### src/rtl/btb_lru_pkg.sv
// Shared types and codes for the branch target buffer with LRU replacement.
package btb_lru_pkg;

  localparam int KindW  = 2;
  localparam int SlotW  = 4;
  localparam int PcW    = 32;
  localparam int PredW  = 2;
  localparam int CountW = 5;

  localparam int InDataW  = 72;
  localparam int OutDataW = 48;

  typedef enum logic [KindW-1:0] {
    KIND_LOOKUP  = 2'd0,
    KIND_INSERT  = 2'd1,
    KIND_RESOLVE = 2'd2,
    KIND_PREDICT = 2'd3
  } kind_e;

  typedef enum logic [1:0] {
    PRED_UNKNOWN   = 2'd0,
    PRED_NOT_TAKEN = 2'd1,
    PRED_TAKEN     = 2'd2
  } pred_e;

  typedef enum logic [1:0] {
    TGT_ZERO = 2'd0,
    TGT_RAM  = 2'd1,
    TGT_NEW  = 2'd2
  } tgt_src_e;

  typedef struct packed {
    logic load;
    logic search;
    logic update;
    logic emit;
  } cmd_t;

endpackage

### src/rtl/btb_lru_ram.sv
// Generic single-write, single-read RAM with registered read data.
module btb_lru_ram #(
  parameter int WIDTH = 32,
  parameter int DEPTH = 16
) (
  input  logic                     clk_i,
  input  logic                     we_i,
  input  logic [$clog2(DEPTH)-1:0] waddr_i,
  input  logic [WIDTH-1:0]         wdata_i,
  input  logic [$clog2(DEPTH)-1:0] raddr_i,
  output logic [WIDTH-1:0]         rdata_o
);

  logic [WIDTH-1:0] mem_q [DEPTH];
  logic [WIDTH-1:0] rdata_q;

  always_ff @(posedge clk_i) begin
    if (we_i) begin
      mem_q[waddr_i] <= wdata_i;
    end
    rdata_q <= mem_q[raddr_i];
  end

  assign rdata_o = rdata_q;

endmodule

### src/rtl/btb_lru_ctrl.sv
// Sequencer for the branch target buffer: accept, search, update, result.
module btb_lru_ctrl
  import btb_lru_pkg::*;
(
  input  logic clk_i,
  input  logic rst_ni,
  input  logic s_tvalid_i,
  output logic s_tready_o,
  output logic m_tvalid_o,
  input  logic m_tready_i,
  output cmd_t cmd_o
);

  localparam logic [1:0] ST_IDLE   = 2'd0;
  localparam logic [1:0] ST_SEARCH = 2'd1;
  localparam logic [1:0] ST_UPDATE = 2'd2;
  localparam logic [1:0] ST_RESULT = 2'd3;

  logic [1:0] state_q, state_d;
  logic       m_tvalid_q, m_tvalid_d;
  logic       out_free;

  assign out_free   = !m_tvalid_q || m_tready_i;
  assign s_tready_o = (state_q == ST_IDLE);
  assign m_tvalid_o = m_tvalid_q;

  always_comb begin
    state_d     = state_q;
    m_tvalid_d  = m_tvalid_q && !m_tready_i;
    cmd_o       = '0;
    unique case (state_q)
      ST_IDLE: begin
        if (s_tvalid_i) begin
          cmd_o.load = 1'b1;
          state_d    = ST_SEARCH;
        end
      end
      ST_SEARCH: begin
        cmd_o.search = 1'b1;
        state_d      = ST_UPDATE;
      end
      ST_UPDATE: begin
        cmd_o.update = 1'b1;
        state_d      = ST_RESULT;
      end
      ST_RESULT: begin
        if (out_free) begin
          cmd_o.emit = 1'b1;
          m_tvalid_d = 1'b1;
          state_d    = ST_IDLE;
        end
      end
      default: state_d = ST_IDLE;
    endcase
  end

  always_ff @(posedge clk_i or negedge rst_ni) begin
    if (!rst_ni) begin
      state_q    <= ST_IDLE;
      m_tvalid_q <= 1'b0;
    end else begin
      state_q    <= state_d;
      m_tvalid_q <= m_tvalid_d;
    end
  end

endmodule

### src/rtl/btb_lru_datapath.sv
// Slot storage, address match, victim search and result register of the buffer.
module btb_lru_datapath
  import btb_lru_pkg::*;
#(
  parameter int ENTRIES  = 16,
  parameter int AGE_BITS = 8
) (
  input  logic              clk_i,
  input  logic              rst_ni,
  input  cmd_t              cmd_i,
  input  kind_e             kind_i,
  input  logic [PcW-1:0]    branch_pc_i,
  input  logic [PcW-1:0]    target_pc_i,
  input  logic              taken_in_i,
  input  logic [SlotW-1:0]  slot_in_i,
  output logic              hit_o,
  output logic [SlotW-1:0]  slot_out_o,
  output logic [PcW-1:0]    target_out_o,
  output logic [PredW-1:0]  prediction_o,
  output logic [CountW-1:0] filled_count_o
);

  localparam int IW = $clog2(ENTRIES);
  localparam int CW = $clog2(ENTRIES + 1);
  localparam int NP = 1 << IW;
  localparam logic [AGE_BITS-1:0] AgeMax = {AGE_BITS{1'b1}};
  localparam logic [CW-1:0] CountMax = CW'(ENTRIES);

  // Item registers.
  kind_e             kind_q;
  logic [PcW-1:0]    pc_q;
  logic [PcW-1:0]    tgt_q;
  logic              taken_in_q;
  logic [SlotW-1:0]  sel_q;

  // Slot state.
  logic [PcW-1:0]      addr_q  [ENTRIES];
  logic                valid_q [ENTRIES];
  logic [PredW-1:0]    taken_q [ENTRIES];
  logic [AGE_BITS-1:0] age_q   [ENTRIES];
  logic [CW-1:0]       count_q;

  // Search results.
  logic          hit_q;
  logic [IW-1:0] match_idx_q;
  logic [IW-1:0] victim_q;

  // Update results.
  logic             res_hit_q;
  logic [SlotW-1:0] res_slot_q;
  logic [PredW-1:0] res_pred_q;
  tgt_src_e         src_q;

  // Output register.
  logic              out_hit_q;
  logic [SlotW-1:0]  out_slot_q;
  logic [PcW-1:0]    out_tgt_q;
  logic [PredW-1:0]  out_pred_q;
  logic [CountW-1:0] out_count_q;

  // Search trees.
  logic [AGE_BITS-1:0] vt_age [2*NP-1];
  logic [IW-1:0]       vt_idx [2*NP-1];
  logic                mt_hit [2*NP-1];
  logic [IW-1:0]       mt_idx [2*NP-1];

  for (genvar i = 0; i < NP; i++) begin : g_leaf
    if (i < ENTRIES) begin : g_real
      assign vt_age[NP-1+i] = age_q[i];
      assign mt_hit[NP-1+i] = valid_q[i] && (addr_q[i] == pc_q);
    end else begin : g_pad
      assign vt_age[NP-1+i] = '0;
      assign mt_hit[NP-1+i] = 1'b0;
    end
    assign vt_idx[NP-1+i] = IW'(i);
    assign mt_idx[NP-1+i] = IW'(i);
  end

  // Oldest wins with the lower index on a tie; the highest matching index wins.
  for (genvar n = 0; n < NP - 1; n++) begin : g_node
    assign vt_age[n] = (vt_age[2*n+2] > vt_age[2*n+1]) ? vt_age[2*n+2] : vt_age[2*n+1];
    assign vt_idx[n] = (vt_age[2*n+2] > vt_age[2*n+1]) ? vt_idx[2*n+2] : vt_idx[2*n+1];
    assign mt_hit[n] = mt_hit[2*n+1] | mt_hit[2*n+2];
    assign mt_idx[n] = mt_hit[2*n+2] ? mt_idx[2*n+2] : mt_idx[2*n+1];
  end

  // Update decisions.
  logic [PcW-1:0]   sel_w;
  logic             sel_ok;
  logic [IW-1:0]    upd_idx;
  logic             upd_hit;
  logic [SlotW-1:0] upd_slot;
  logic             use_pred;
  logic             do_touch;
  logic             do_fill;
  logic             do_resolve;
  logic [PredW-1:0] new_taken;
  logic [PredW-1:0] upd_pred;
  tgt_src_e         upd_src;

  assign sel_w     = PcW'(sel_q);
  assign sel_ok    = (sel_w < PcW'(ENTRIES));
  assign new_taken = taken_in_q ? PRED_TAKEN : PRED_NOT_TAKEN;

  always_comb begin
    upd_idx    = match_idx_q;
    upd_hit    = hit_q;
    upd_slot   = hit_q ? SlotW'(match_idx_q) : '0;
    use_pred   = hit_q;
    upd_src    = hit_q ? TGT_RAM : TGT_ZERO;
    do_touch   = 1'b0;
    do_fill    = 1'b0;
    do_resolve = 1'b0;
    unique case (kind_q)
      KIND_LOOKUP: begin
      end
      KIND_INSERT: begin
        do_touch = 1'b1;
        if (!hit_q) begin
          upd_idx  = victim_q;
          upd_slot = SlotW'(victim_q);
          use_pred = 1'b1;
          upd_src  = TGT_NEW;
          do_fill  = 1'b1;
        end
      end
      KIND_RESOLVE: begin
        do_resolve = hit_q;
      end
      KIND_PREDICT: begin
        upd_idx  = sel_w[IW-1:0];
        upd_slot = sel_q;
        upd_hit  = sel_ok && valid_q[sel_w[IW-1:0]];
        use_pred = sel_ok;
        upd_src  = sel_ok ? TGT_RAM : TGT_ZERO;
      end
      default: begin
      end
    endcase
    if (!use_pred) begin
      upd_pred = PRED_UNKNOWN;
    end else if (do_resolve) begin
      upd_pred = new_taken;
    end else begin
      upd_pred = taken_q[upd_idx];
    end
  end

  logic [PcW-1:0] ram_rdata;

  btb_lru_ram #(
    .WIDTH(PcW),
    .DEPTH(ENTRIES)
  ) u_target_ram (
    .clk_i  (clk_i),
    .we_i   (cmd_i.update && do_fill),
    .waddr_i(upd_idx),
    .wdata_i(tgt_q),
    .raddr_i(upd_idx),
    .rdata_o(ram_rdata)
  );

  always_ff @(posedge clk_i or negedge rst_ni) begin
    if (!rst_ni) begin
      for (int i = 0; i < ENTRIES; i++) begin
        valid_q[i] <= 1'b0;
        taken_q[i] <= PRED_UNKNOWN;
        age_q[i]   <= AGE_BITS'(1);
      end
      count_q <= '0;
    end else if (cmd_i.update) begin
      if (do_fill) begin
        valid_q[upd_idx] <= 1'b1;
        if (count_q != CountMax) begin
          count_q <= count_q + CW'(1);
        end
      end
      if (do_resolve) begin
        taken_q[upd_idx] <= new_taken;
      end
      if (do_touch) begin
        for (int i = 0; i < ENTRIES; i++) begin
          if (IW'(i) == upd_idx) begin
            age_q[i] <= '0;
          end else if (age_q[i] != AgeMax) begin
            age_q[i] <= age_q[i] + AGE_BITS'(1);
          end
        end
      end
    end
  end

  always_ff @(posedge clk_i) begin
    if (cmd_i.load) begin
      kind_q     <= kind_i;
      pc_q       <= branch_pc_i;
      tgt_q      <= target_pc_i;
      taken_in_q <= taken_in_i;
      sel_q      <= slot_in_i;
    end
    if (cmd_i.search) begin
      hit_q       <= mt_hit[0];
      match_idx_q <= mt_idx[0];
      victim_q    <= vt_idx[0];
    end
    if (cmd_i.update) begin
      if (do_fill) begin
        addr_q[upd_idx] <= pc_q;
      end
      res_hit_q  <= upd_hit;
      res_slot_q <= upd_slot;
      res_pred_q <= upd_pred;
      src_q      <= upd_src;
    end
    if (cmd_i.emit) begin
      out_hit_q   <= res_hit_q;
      out_slot_q  <= res_slot_q;
      out_pred_q  <= res_pred_q;
      out_count_q <= CountW'(count_q);
      unique case (src_q)
        TGT_RAM: out_tgt_q <= ram_rdata;
        TGT_NEW: out_tgt_q <= tgt_q;
        default: out_tgt_q <= '0;
      endcase
    end
  end

  assign hit_o          = out_hit_q;
  assign slot_out_o     = out_slot_q;
  assign target_out_o   = out_tgt_q;
  assign prediction_o   = out_pred_q;
  assign filled_count_o = out_count_q;

endmodule

### src/rtl/branch_target_buffer_lru.sv
// Top level of the fully associative branch target buffer with LRU replacement.
//
// Channel  Dir  Handshake           Payload
// s        in   s_tvalid/s_tready   tuser: kind; tdata: branch_pc, target_pc, taken_in, slot_in
// m        out  m_tvalid/m_tready   tuser: hit; tdata: slot_out, target_out, prediction,
//                                   filled_count
//
// Each item passes through accept, parallel address match and oldest-slot search,
// state update with the target RAM read, and loading the result register.
// The next item is accepted once the previous one has reached the result register.
// Reset clears valid bits, taken states, fill count and sets every age to one.
// A stalled result holds the block in its last step until the result register frees.
module branch_target_buffer_lru
  import btb_lru_pkg::*;
#(
  parameter int ENTRIES  = 16,
  parameter int AGE_BITS = 8
) (
  input  logic                clk_i,
  input  logic                rst_ni,
  input  logic                s_tvalid_i,
  output logic                s_tready_o,
  input  logic [KindW-1:0]    s_tuser_i,   // kind
  input  logic [InDataW-1:0]  s_tdata_i,   // branch_pc, target_pc, taken_in, slot_in, zero pad
  output logic                m_tvalid_o,
  input  logic                m_tready_i,
  output logic                m_tuser_o,   // hit
  output logic [OutDataW-1:0] m_tdata_o    // slot_out, target_out, prediction, filled_count, pad
);

  cmd_t              cmd;
  logic [SlotW-1:0]  slot_out;
  logic [PcW-1:0]    target_out;
  logic [PredW-1:0]  prediction;
  logic [CountW-1:0] filled_count;

  btb_lru_ctrl u_ctrl (
    .clk_i     (clk_i),
    .rst_ni    (rst_ni),
    .s_tvalid_i(s_tvalid_i),
    .s_tready_o(s_tready_o),
    .m_tvalid_o(m_tvalid_o),
    .m_tready_i(m_tready_i),
    .cmd_o     (cmd)
  );

  btb_lru_datapath #(
    .ENTRIES (ENTRIES),
    .AGE_BITS(AGE_BITS)
  ) u_datapath (
    .clk_i         (clk_i),
    .rst_ni        (rst_ni),
    .cmd_i         (cmd),
    .kind_i        (kind_e'(s_tuser_i)),
    .branch_pc_i   (s_tdata_i[31:0]),
    .target_pc_i   (s_tdata_i[63:32]),
    .taken_in_i    (s_tdata_i[64]),
    .slot_in_i     (s_tdata_i[68:65]),
    .hit_o         (m_tuser_o),
    .slot_out_o    (slot_out),
    .target_out_o  (target_out),
    .prediction_o  (prediction),
    .filled_count_o(filled_count)
  );

  assign m_tdata_o = {5'b0, filled_count, prediction, target_out, slot_out};

endmodule

### config.mk
export PLATFORM = sky130hd
export DESIGN_NAME = branch_target_buffer_lru
export DESIGN_NICKNAME = d
export VERILOG_FILES = /design/src/rtl/btb_lru_pkg.sv /design/src/rtl/btb_lru_ram.sv /design/src/rtl/btb_lru_ctrl.sv /design/src/rtl/btb_lru_datapath.sv /design/src/rtl/branch_target_buffer_lru.sv
export SDC_FILE = /design/constraint.sdc
export NUM_CORES = 2
export LEC_CHECK = 0
export ABC_AREA = 0
export BUFFER_PORTS_ARGS = -buffer_cell sky130_fd_sc_hd__buf_2
export CAP_MARGIN = 40
export CORE_MARGIN = 1.5
export CORE_UTILIZATION = 40
export DETAILED_ROUTE_END_ITERATION = 10
export GPL_ROUTABILITY_DRIVEN = 0
export PLACE_DENSITY_LB_ADDON = 0.12
export SYNTH_ARGS = -nofsm -noshare
export SYNTH_HDL_FRONTEND = slang
export SYNTH_SLANG_ARGS = --single-unit
### constraint.sdc
create_clock -name clk_i -period 10.5 [get_ports clk_i]
set_input_delay 1.05 -clock clk_i [delete_from_list [all_inputs] [get_ports clk_i]]
set_output_delay 1.05 -clock clk_i [all_outputs]
set_load 0.05 [all_outputs]
==> results.sh <==
export IMPL_status="finished, final reports clean"
export IMPL_vias_per_cell=5.329
export IMPL_overflow=0
export IMPL_ys_warn_count=0
export IMPL_die_x_um=388.8
export IMPL_synth_area_leaders="edfxtp_1 58%, dfrtp_1 7.1%, xnor2_1 5.8%"
export IMPL_crit_fanout=11
export IMPL_worstSetupEndpointType="register"
export IMPL_worstMarginPinSlew_ps=1047
export IMPL_first_pass_iters=8
export IMPL_crit_family="compound AO/OA/AOI/OAI gates"
export IMPL_ant_nets=0
export IMPL_drcViolationCount=0
export IMPL_drv_cap=0
export IMPL_drive_gt1_share_pct=16.87
export IMPL_p_clk_share_pct=27.1
export IMPL_cp_required_ps=11050
export IMPL_yosysUniqueCellTypes=77
export IMPL_dieArea_um2=151200
export IMPL_numCtsBuffers=153
export IMPL_root_buffer="clkbuf_16"
export IMPL_min_period_ps=8192
export IMPL_crit_path_top_delay_cell="nor2_1"
export IMPL_hp_class="primary input to async pin"
export IMPL_coreArea_um2=147700
export IMPL_max_clock_path_buffers=3
export IMPL_rsz0062_at_grt="false"
export IMPL_ys_ff_latch=1373
export IMPL_ir_drop_mv=0.4159
export IMPL_cts_sinks=1373
export IMPL_arrival_ps=8740
export IMPL_cts_resized_gates=0
export IMPL_cts_tree="done"
export IMPL_clk_latency_ps=800
export IMPL_drv_slew=0
export IMPL_swShare_pct=35.05
export IMPL_num_fill_cells=12815
export IMPL_dp_cells=5933
export IMPL_synthArstFlopShare_pct=13.40
export IMPL_path_class="register to register"
export IMPL_drtIter0Drc=2432
export IMPL_p_int_uw=12430
export IMPL_start_util_pct=40.32
export IMPL_synthFlopType="edfxtp_1"
export IMPL_yosysSeqAreaShare_pct=67.19
export IMPL_grt_usage_pct=20.14
export IMPL_holdBufCountCts=0
export IMPL_synth_avg_cell_area_um2=15.17
export IMPL_grt_max_degree=98
export IMPL_fmax_mhz=122.1
export IMPL_path_common_cell="a21oi_1"
export IMPL_synthDominantCellAreaShare_pct=58.35
export IMPL_min_period_over_period_pct=78.01
export IMPL_grt_pass1_wl_um=223900
export IMPL_postCtsSetupRepairBufs=0
export IMPL_h_tree_depth=4
export IMPL_p_sw_uw=6711
export IMPL_critical_path_max_stage_delay_ps=680
export IMPL_p_comb_share_pct=36.4
export IMPL_wl_per_cell_um=24.38
export IMPL_core_rowCount=141
export IMPL_place_hpwl_um=89310
export IMPL_synth_edf_count=1157
export IMPL_nNetsFinal=4377
export IMPL_start_kind="register"
export IMPL_relSlewSlack_pct=29.54
export IMPL_die_h_um=388.8
export IMPL_p_leak_uw=0.02386
export IMPL_clk_pin_slew_ps=60
export IMPL_portBuffers=120
export IMPL_ios=129
export IMPL_yosysTopAreaCell="edfxtp_1"
export IMPL_worstPathBufferInverterCount=4
export IMPL_grt_pass1_vias=33065
export IMPL_antenna_found_initial=3
export IMPL_vias=33137
export IMPL_fin_cells=6218
export IMPL_tns_ps=0
export IMPL_setup_violations_final=0
export IMPL_synth_cells=3925
export IMPL_routed_wirelength_um=151600
export IMPL_power_density_nw_per_um2=281.4
export IMPL_syn2layout_area_growth_pct=14.28
export IMPL_final_setup_skew_ps=46.80
export IMPL_p_seq_share_pct=36.5
export IMPL_hold_violations=0
export IMPL_netlist_area_um2=59540
-- cell usage after synthesis (5+ instances only) --
| library cell | count |
|---|---|
| nor4_1 | 59 |
| nand2_1 | 250 |
| a22oi_1 | 42 |
| nand2b_1 | 12 |
| a31oi_1 | 38 |
| clkbuf_1 | 87 |
| buf_4 | 10 |
| dfstp_2 | 16 |
| xnor2_1 | 395 |
| mux2_2 | 29 |
| and2_1 | 7 |
| nor3_1 | 30 |
| nand3_1 | 93 |
| and3_1 | 72 |
| mux4_2 | 141 |
| xor2_1 | 178 |
| o21a_1 | 15 |
| nor2_1 | 146 |
| dfrtp_1 | 168 |
| o31ai_1 | 13 |
| or4_1 | 7 |
| or3_1 | 8 |
| o211ai_1 | 5 |
| nand4_1 | 134 |
| or2_2 | 21 |
| a21o_1 | 20 |
| buf_2 | 55 |
| a211oi_1 | 6 |
| a41oi_2 | 6 |
| a41oi_1 | 5 |
| a21oi_1 | 89 |
| nor2b_1 | 14 |
| o31a_1 | 5 |
| inv_1 | 128 |
| o21ai_0 | 121 |
| mux2i_1 | 96 |
| edfxtp_1 | 1157 |
| ha_1 | 141 |
| buf_1 | 16 |
| dfxtp_1 | 32 |
-- state kept, by name, indices dropped and copies added, names as in the netlist, 4 cells and up --
name,count
u_datapath.addr_q,512
u_datapath.age_q,128
u_datapath.count_q,5
u_datapath.filled_count_o,5
u_datapath.match_idx_q,4
u_datapath.pc_q,32
u_datapath.res_slot_q,4
u_datapath.sel_q,4
u_datapath.slot_out_o,4
u_datapath.taken_q,32
u_datapath.target_out_o,32
u_datapath.tgt_q,32
u_datapath.u_target_ram.mem_q,512
u_datapath.u_target_ram.rdata_o,32
u_datapath.valid_q,16
u_datapath.victim_q,4
-- cells by family after synthesis --
logic type	share of synthesized area [%]
XOR/XNOR	8.429
AO/OA/AOI/OAI	4.413
other	0.006298
buffers and inverters	2.108
adder cells (fa/ha/maj)	2.963
flip-flops	67.19
multiplexers	7.519
AND/OR/NAND/NOR	7.368
-- worst paths after layout --
check	endpoint	slack, ps	cells past startpoint	start
min	u_datapath.age_q[86]$_DFFE_PN0P_	260	1	rst_ni
min reg2reg	u_datapath.slot_out_o[3]$_DFFE_PP_	420	0	u_datapath.res_slot_q[3]$_DFFE_PP_
min in group clk_i	u_datapath.slot_out_o[3]$_DFFE_PP_	420	0	u_datapath.res_slot_q[3]$_DFFE_PP_
max reg2reg	u_datapath.victim_q[0]$_DFFE_PN_	2310	37	u_datapath.age_q[32]$_DFFE_PN1P_
max	u_datapath.victim_q[0]$_DFFE_PN_	2310	37	u_datapath.age_q[32]$_DFFE_PN1P_
max in group asynchronous	u_datapath.count_q[0]$_DFFE_PN0P_	8190	3	rst_ni
-- layer usage --
| metal | vias to the layer above | global-route usage [%] | routed length [um] |
|---|---|---|---|
| li1 | 15227 | - | - |
| met1 | 17056 | 29.42 | 72920 |
| met2 | 669 | 31.76 | 69950 |
| met3 | 185 | 2.765 | 6003 |
| met4 | 0 | 5.048 | 2726 |
| met5 | - | 0 | 0 |
-- power groups by stage --
stage	combinational, uW	clock, uW	sequential (uW)
2_1_floorplan	4940	0	7180
3_3_place_gp	6980	0	7090
3_5_place_dp	7050	0	7090
4_1_cts	7090	5320	6990
5_1_grt	7730	5520	7040
6_report	6980	5190	6980
-- through the flow --
step           setup slack, ps  util [%]  cell area (um2)  total power [uW]  hold slack (ps)
3_5_place_dp              2324     42.79            63180             14140            408.4
4_1_cts                   2281     46.08            68040             19390            247.7
2_1_floorplan             3329         -            59560             12120            400.3
5_1_grt                   1535     46.08            68040             20290            277.1
3_3_place_gp              2274     42.52            62790             14070            409.7
6_report                  2308     46.08            68040             19150            255.8
-- final cells by class --
| class | count | area [um2] | area share, % |
|---|---|---|---|
| timing repair buffer | 245 | 1809 | 2.659 |
| inverter | 129 | 484.2 | 0.7116 |
| antenna | 3 | 7.507 | 0.01103 |
| clock inverter | 62 | 611.8 | 0.8992 |
| tap | 1930 | 2415 | 3.549 |
| clock buffer | 220 | 4242 | 6.234 |
| multi-input combinational | 2256 | 18470 | 27.14 |
| sequential | 1373 | 40010 | 58.80 |
-- cells in the final DEF (no fill, tap or decap), drive strengths merged, types with 6 or more instances in the layout --
cell type and instances:
xor2 178, buf 243, xnor2 395, nor2 147
nand2b 12, dfxtp 32, nor3 30, a21o 21
nor4 60, ha 141, and3 72, a22oi 43
a211oi 6, a41oi 13, nand4 139, clkinv 50
nand3 94, edfxtp 1157, or2 21, o21ai 123
mux2i 97, o21a 15, inv 136, nand2 250
nor2b 14, and2 8, mux2 29, or4 7
a31oi 40, dfrtp 168, or3 8, o31ai 15
clkbuf 221, dfstp 16, a21oi 93, mux4 141
-- worst reg2reg max path: cells and delay by family, from the launching register on --
family	cells	cell delay, ps
compound gates	18	3390
fa+ha+maj	4	1170
buf+inv	4	490
flops	1	530
mux	3	1000
simple gates	8	1360
No activity file was read; power rests on OpenSTA's default activity.
